`config.mk`:
```
export PLATFORM = sky130hd
export DESIGN_NAME = ncps_qdiv
export DESIGN_NICKNAME = d
export VERILOG_FILES = /design/src/ncps_pkg.sv /design/src/ncps_qdiv.sv
export SDC_FILE = /design/constraint.sdc
export NUM_CORES = 2
export LEC_CHECK = 0
export BUFFER_PORTS_ARGS = -buffer_cell sky130_fd_sc_hd__buf_2
export CAP_MARGIN = 20
export CORE_MARGIN = 2
export CORE_UTILIZATION = 60
export CTS_BUF_LIST = sky130_fd_sc_hd__clkbuf_4 sky130_fd_sc_hd__clkbuf_8
export DETAILED_ROUTE_END_ITERATION = 7
export HOLD_SLACK_MARGIN = 0.08
export MAX_ROUTING_LAYER = met4
export PLACE_DENSITY = 0.72
export SLEW_MARGIN = 10
export SYNTH_ARGS = -nofsm -noshare
export SYNTH_HDL_FRONTEND = slang
export SYNTH_SLANG_ARGS = --single-unit
```
`constraint.sdc`:
```
create_clock -name i_clk -period 4.39 [get_ports i_clk]
set_clock_uncertainty 0.1 [all_clocks]
set_input_delay 0.2195 -clock i_clk [delete_from_list [all_inputs] [get_ports i_clk]]
set_output_delay 0.2195 -clock i_clk [all_outputs]
set_load 0.005 [all_outputs]
```
`src/ncps_pkg.sv`:
```
// Shared constants for the normalized cross-power spectrum core.
package ncps_pkg;

    // Default sample width of each input part
    localparam int SAMPLE_WIDTH_DEF = 16;
    // The larger normalized magnitude lies in [2^NORM_BIT, 2^(NORM_BIT+1))
    localparam int NORM_BIT = 29;
    localparam int X_W      = NORM_BIT + 1;
    // Sum of two squares of normalized values
    localparam int SQ_W     = 2 * X_W + 1;
    // Integer square root of the sum
    localparam int ROOT_W   = (SQ_W + 1) / 2;
    // Output quotient, Q1.15 magnitude whose integer bit serves as the overflow bit
    localparam int OUT_W    = 16;
    localparam int Q_W      = OUT_W;
    localparam int FRAC_W   = OUT_W - 1;
    localparam logic [OUT_W-1:0] Q15_ONE = OUT_W'((1 << FRAC_W) - 1);
    // Rounded numerator x * Q15_ONE + floor(M / 2)
    localparam int NUM_W    = X_W + FRAC_W + 1;

endpackage

```
`src/ncps_qdiv.sv`:
```
// Pipelined restoring divider, two numerators over one shared divisor.
module ncps_qdiv import ncps_pkg::*; #(
    parameter int SIDE_W = 1
) (
    input  logic              i_clk,
    input  logic              i_rst_n,
    input  logic              i_valid,
    input  logic [NUM_W-1:0]  i_num_re,
    input  logic [NUM_W-1:0]  i_num_im,
    input  logic [ROOT_W-1:0] i_den,
    input  logic [SIDE_W-1:0] i_side,
    output logic              o_valid,
    output logic [Q_W-1:0]    o_q_re,
    output logic [Q_W-1:0]    o_q_im,
    output logic [SIDE_W-1:0] o_side
);
    logic [NUM_W-1:0]  r_rem_re [0:Q_W-1];
    logic [NUM_W-1:0]  r_rem_im [0:Q_W-1];
    logic [Q_W-1:0]    r_q_re   [0:Q_W-1];
    logic [Q_W-1:0]    r_q_im   [0:Q_W-1];
    logic [ROOT_W-1:0] r_den    [0:Q_W-1];
    logic [SIDE_W-1:0] r_side   [0:Q_W-1];
    logic              r_vld    [0:Q_W-1];

    for (genvar s = 0; s < Q_W; s++) begin : g_stage
        localparam int K = Q_W - 1 - s;
        logic [NUM_W-1:0]  re_in;
        logic [NUM_W-1:0]  im_in;
        logic [Q_W-1:0]    qre_in;
        logic [Q_W-1:0]    qim_in;
        logic [ROOT_W-1:0] den_in;
        logic [SIDE_W-1:0] side_in;
        logic              vld_in;
        logic [NUM_W-1:0]  dsh;
        logic              take_re;
        logic              take_im;

        if (s == 0) begin : g_first
            assign re_in   = i_num_re;
            assign im_in   = i_num_im;
            assign qre_in  = '0;
            assign qim_in  = '0;
            assign den_in  = i_den;
            assign side_in = i_side;
            assign vld_in  = i_valid;
        end else begin : g_next
            assign re_in   = r_rem_re[s-1];
            assign im_in   = r_rem_im[s-1];
            assign qre_in  = r_q_re[s-1];
            assign qim_in  = r_q_im[s-1];
            assign den_in  = r_den[s-1];
            assign side_in = r_side[s-1];
            assign vld_in  = r_vld[s-1];
        end

        // Compare both remainders against the shifted divisor
        assign dsh     = NUM_W'(den_in) << K;
        assign take_re = (re_in >= dsh);
        assign take_im = (im_in >= dsh);

        // Advance one quotient bit
        always_ff @(posedge i_clk) begin
            r_rem_re[s] <= take_re ? (re_in - dsh) : re_in;
            r_rem_im[s] <= take_im ? (im_in - dsh) : im_in;
            r_q_re[s]   <= take_re ? (qre_in | (Q_W'(1) << K)) : qre_in;
            r_q_im[s]   <= take_im ? (qim_in | (Q_W'(1) << K)) : qim_in;
            r_den[s]    <= den_in;
            r_side[s]   <= side_in;
        end

        // Advance valid
        always_ff @(posedge i_clk) begin
            if (!i_rst_n) begin
                r_vld[s] <= 1'b0;
            end else begin
                r_vld[s] <= vld_in;
            end
        end
    end

    assign o_valid = r_vld[Q_W-1];
    assign o_q_re  = r_q_re[Q_W-1];
    assign o_q_im  = r_q_im[Q_W-1];
    assign o_side  = r_side[Q_W-1];

endmodule

```
==> out/qor.txt <==
status -> complete, but fails checks
failing checks -> negative setup slack
CP Class -> in -> reg
met2 Use GR -> 0.612
Initial Util -> 0.605
Die W -> 428 um
XOR/XNOR share of the synthesized area -> 0.0806
unrepaired setup endpoints after global routing -> true
final non-filler cell total -> 15,400
largest area contributor in the netlist -> dfxtp_1
Die ar. -> 183,000 um^2
Tightest Pin Transition -> 1090 ps
met1 usage -> 0.469
HPWL after DPL -> 284,000 um
root buf cell -> clkbuf_8
global-route wire length before repair -> 538,000 um
Layout Nets -> 14,000
synth warn -> 0
I/O Pins -> 161
worst reg2reg path startpoint -> r_den[0][0]$_DFF_P_
final hold viol count -> 0
Synth Area in Adders -> 0.120
syn avg cell area -> 8.96 um^2
Seq/Total Area, Yosys -> 0.398
Worst EP arrival -> 5330 ps
number of enable flip-flop cells after synthesis -> 0
CP Launch Type -> input port
synth top area cells -> dfxtp_1, ha_1, a21oi_1, xnor2_1, a21o_1
vias after detailed routing -> 95,300
Vert. Die Dim -> 428 um
post-synthesis mux area share -> 0.0224
Core Util, Final -> 0.693
Synth Net Count -> 13,200
minimum clock period after layout -> 4500 ps
share of post-route cells with drive strength above 1 -> 0.102
Avg WL per Cell -> 23.5 um
GRT Max-Usage Layer -> met2
Final Setup Violations -> 6
DR pass1 iterations -> 7
Most used DFF post-synth -> dfxtp_1
Pwr Density -> 828 nW/um^2
Synth Area in Compound Gates -> 0.198
Post-Synth Simple-Gate Area -> 0.142
met3 Usage GRT -> 0.0667
Final Slew Violations -> 0
Worst Hold End -> r_q_re[9][8]$_DFF_P_
Critical Path RT -> 5220 ps
Worst Reg-to-Reg Cells -> 13
cell depth of the worst hold path -> 0
Final ANT Viol Nets -> 0
synth unique cells -> 102
Syn-to-layout area delta -> 14.6%
antenna violations before repair -> 23
total gr overflow -> 0
CP Max Fanout -> 55
I/O Buffers -> 160
Tcrit/Tclk final -> 1.02
CORE AREA -> 179,000 um^2
most common cell after layout, fill and taps aside -> dfxtp_1
Yosys reg bits -> 2,149
Initial DRC Count -> 9,357
htree depth -> 5
Hold Startpoint -> r_q_re[8][8]$_DFF_P_
cts bufs inserted -> 357
Leak -> 55.7 nW
R2R Setup Slk -> 30 ps
fmax -> 0.222 GHz
CTS tree -> yes
Max Cap Viol -> 0
largest net degree at the start of global routing -> 62
Synth async-reset ratio -> 0
Final GP Congestion -> 1.06
clock latency on the worst-skew pair -> 1110 ps
Critical Path Sink Type -> flip-flop
vias in the first global route -> 91,700
total track usage -> 0.390
post-route setup slack -> -108 ps
Hold Crit Class -> reg -> reg
largest family of logic cells by synthesized area -> compound AO/OA/AOI/OAI gates
dpl cells -> 14,500
Crit Reg-Reg Endpoint -> r_rem_im[0][77]$_DFF_P_
Post-route DRC -> 0
Worst setup startpoint -> i_num_im[18]
Mapped Cells -> 12,100
Vias/cell -> 6.18
Sink Count -> 2,149
WL final -> 362,000 um
row cnt -> 155
Clock Pin Slew Worst Setup and Hold Paths -> 60 ps
VDD IR-drop max -> 485 uV
clk buf depth -> 4
Post-Syn Area -> 108,000 um^2
share of the synthesized area in the top cell type -> 0.398
most frequent cells in the layout -> dfxtp_1, a21oi_1, ha_1, nand2_1, nor2_1
Slew headroom -> 0.267
==> worst max path at each step <==
stage	end	slack, ps	cells after the start
2_1_floorplan	r_rem_im[6][49]$_DFF_P_	670	14
3_3_place_gp	r_rem_im[6][49]$_DFF_P_	210	14
3_5_place_dp	r_rem_im[6][62]$_DFF_P_	220	14
4_1_cts	r_rem_re[0][41]$_DFF_P_	20	19
5_1_grt	r_rem_im[0][43]$_DFF_P_	-330	18
6_report	r_rem_im[0][43]$_DFF_P_	-110	17
==> per-stage QoR <==
| step | TNS (ps) | power [mW] | hold WS (ps) | setup WS [ps] | instance area (um^2) |
|---|---|---|---|---|---|
| 4_1_cts | 0 | 101 | 103 | 22.2 | 124000 |
| 5_1_grt | -672 | 108 | 157 | -332 | 124000 |
| 3_5_place_dp | 0 | 81.1 | 212 | 218 | 113000 |
| 2_1_floorplan | 0 | 65.2 | 147 | 667 | 108000 |
| 6_report | -194 | 102 | 198 | -108 | 124000 |
| 3_3_place_gp | 0 | 80.1 | 210 | 211 | 113000 |
==> cell usage after synthesis (all sizes together), types with 25 or more instances <==
cell / number
and2: 70
nor3: 178
ha: 992
o31a: 28
or2: 42
nand4: 183
a31oi: 97
and3: 88
nand2: 920
nand3: 204
o211ai: 50
nor2: 812
a21o: 551
nor4b: 32
a21boi: 29
or3: 70
o21ai: 837
nor3b: 25
nor2b: 127
or4: 42
dfxtp: 2149
mux2: 203
inv: 780
clkbuf: 260
o31ai: 78
o21a: 105
nand4b: 33
o21bai: 131
a211oi: 81
xor2: 401
xnor2: 593
fa: 30
a211o: 33
nor4: 114
nand2b: 141
a21oi: 1158
buf: 50
==> flip-flops by register name, summed over array words and instances (netlist names) <==
name,flops
r_den,465
r_side,16
r_rem_re,690
r_rem_im,690
r_vld,16
r_q_im,136
r_q_re,136
==> worst max-delay path: stages <==
cell,delay (ps)
dlygate4sd3_1,560
buf_2,140
dlygate4sd3_1,590
ha_1,370
nand2_1,200
nor4_2,310
and3_1,240
nand4_1,260
and3_1,360
o21ai_0,190
buf_4,190
a31oi_4,110
buf_6,260
nand2_1,110
dlygate4sd3_1,560
o41ai_1,60
dlygate4sd3_1,580
==> report_power, final <==
group / internal (mW) / leakage [nW] / switching, mW / total (mW)
Sequential: 26.2 / 18.1 / 6.63 / 32.9
Clock: 11.1 / 4.05 / 8.19 / 19.3
Combinational: 21.5 / 33.6 / 28.8 / 50.3
Total: 58.8 / 55.7 / 43.6 / 102
==> per-layer routing <==
metal / routed length [um] / vias up / part of all wire
met3: 30900 / 1340 / 0.085
li1: - / 44300 / -
met1: 142000 / 44700 / 0.39
met4: 25200 / 0 / 0.070
met5: 0 / - / 0
met2: 164000 / 4988 / 0.45
==> cell type report <==
class                      count  area, um^2
antenna                       19        47.5
sequential                  2149       43000
fill                       13900       54900
inverter                     780        2930
clock inverter               103        1270
multi-input combinational   8819       61200
tap                         2355        2950
timing repair buffer         697        5880
clock buffer                 508        6500
==> timing repair <==
action                     in CTS  in global routing
buffers inserted                0                  5
gates resized for setup         0                 33
setup endpoints to repair       0                142
hold buffers                  306                  0
hold endpoints to repair      142                  0
==> logic make-up after synthesis <==
family                   Yosys count
AO/OA/AOI/OAI                   3442
XOR/XNOR                         994
buffers and inverters           1090
multiplexers                     216
AND/OR/NAND/NOR                 3145
adder cells (fa/ha/maj)         1022
flip-flops                      2149
Power figures use the tool's default switching activity.
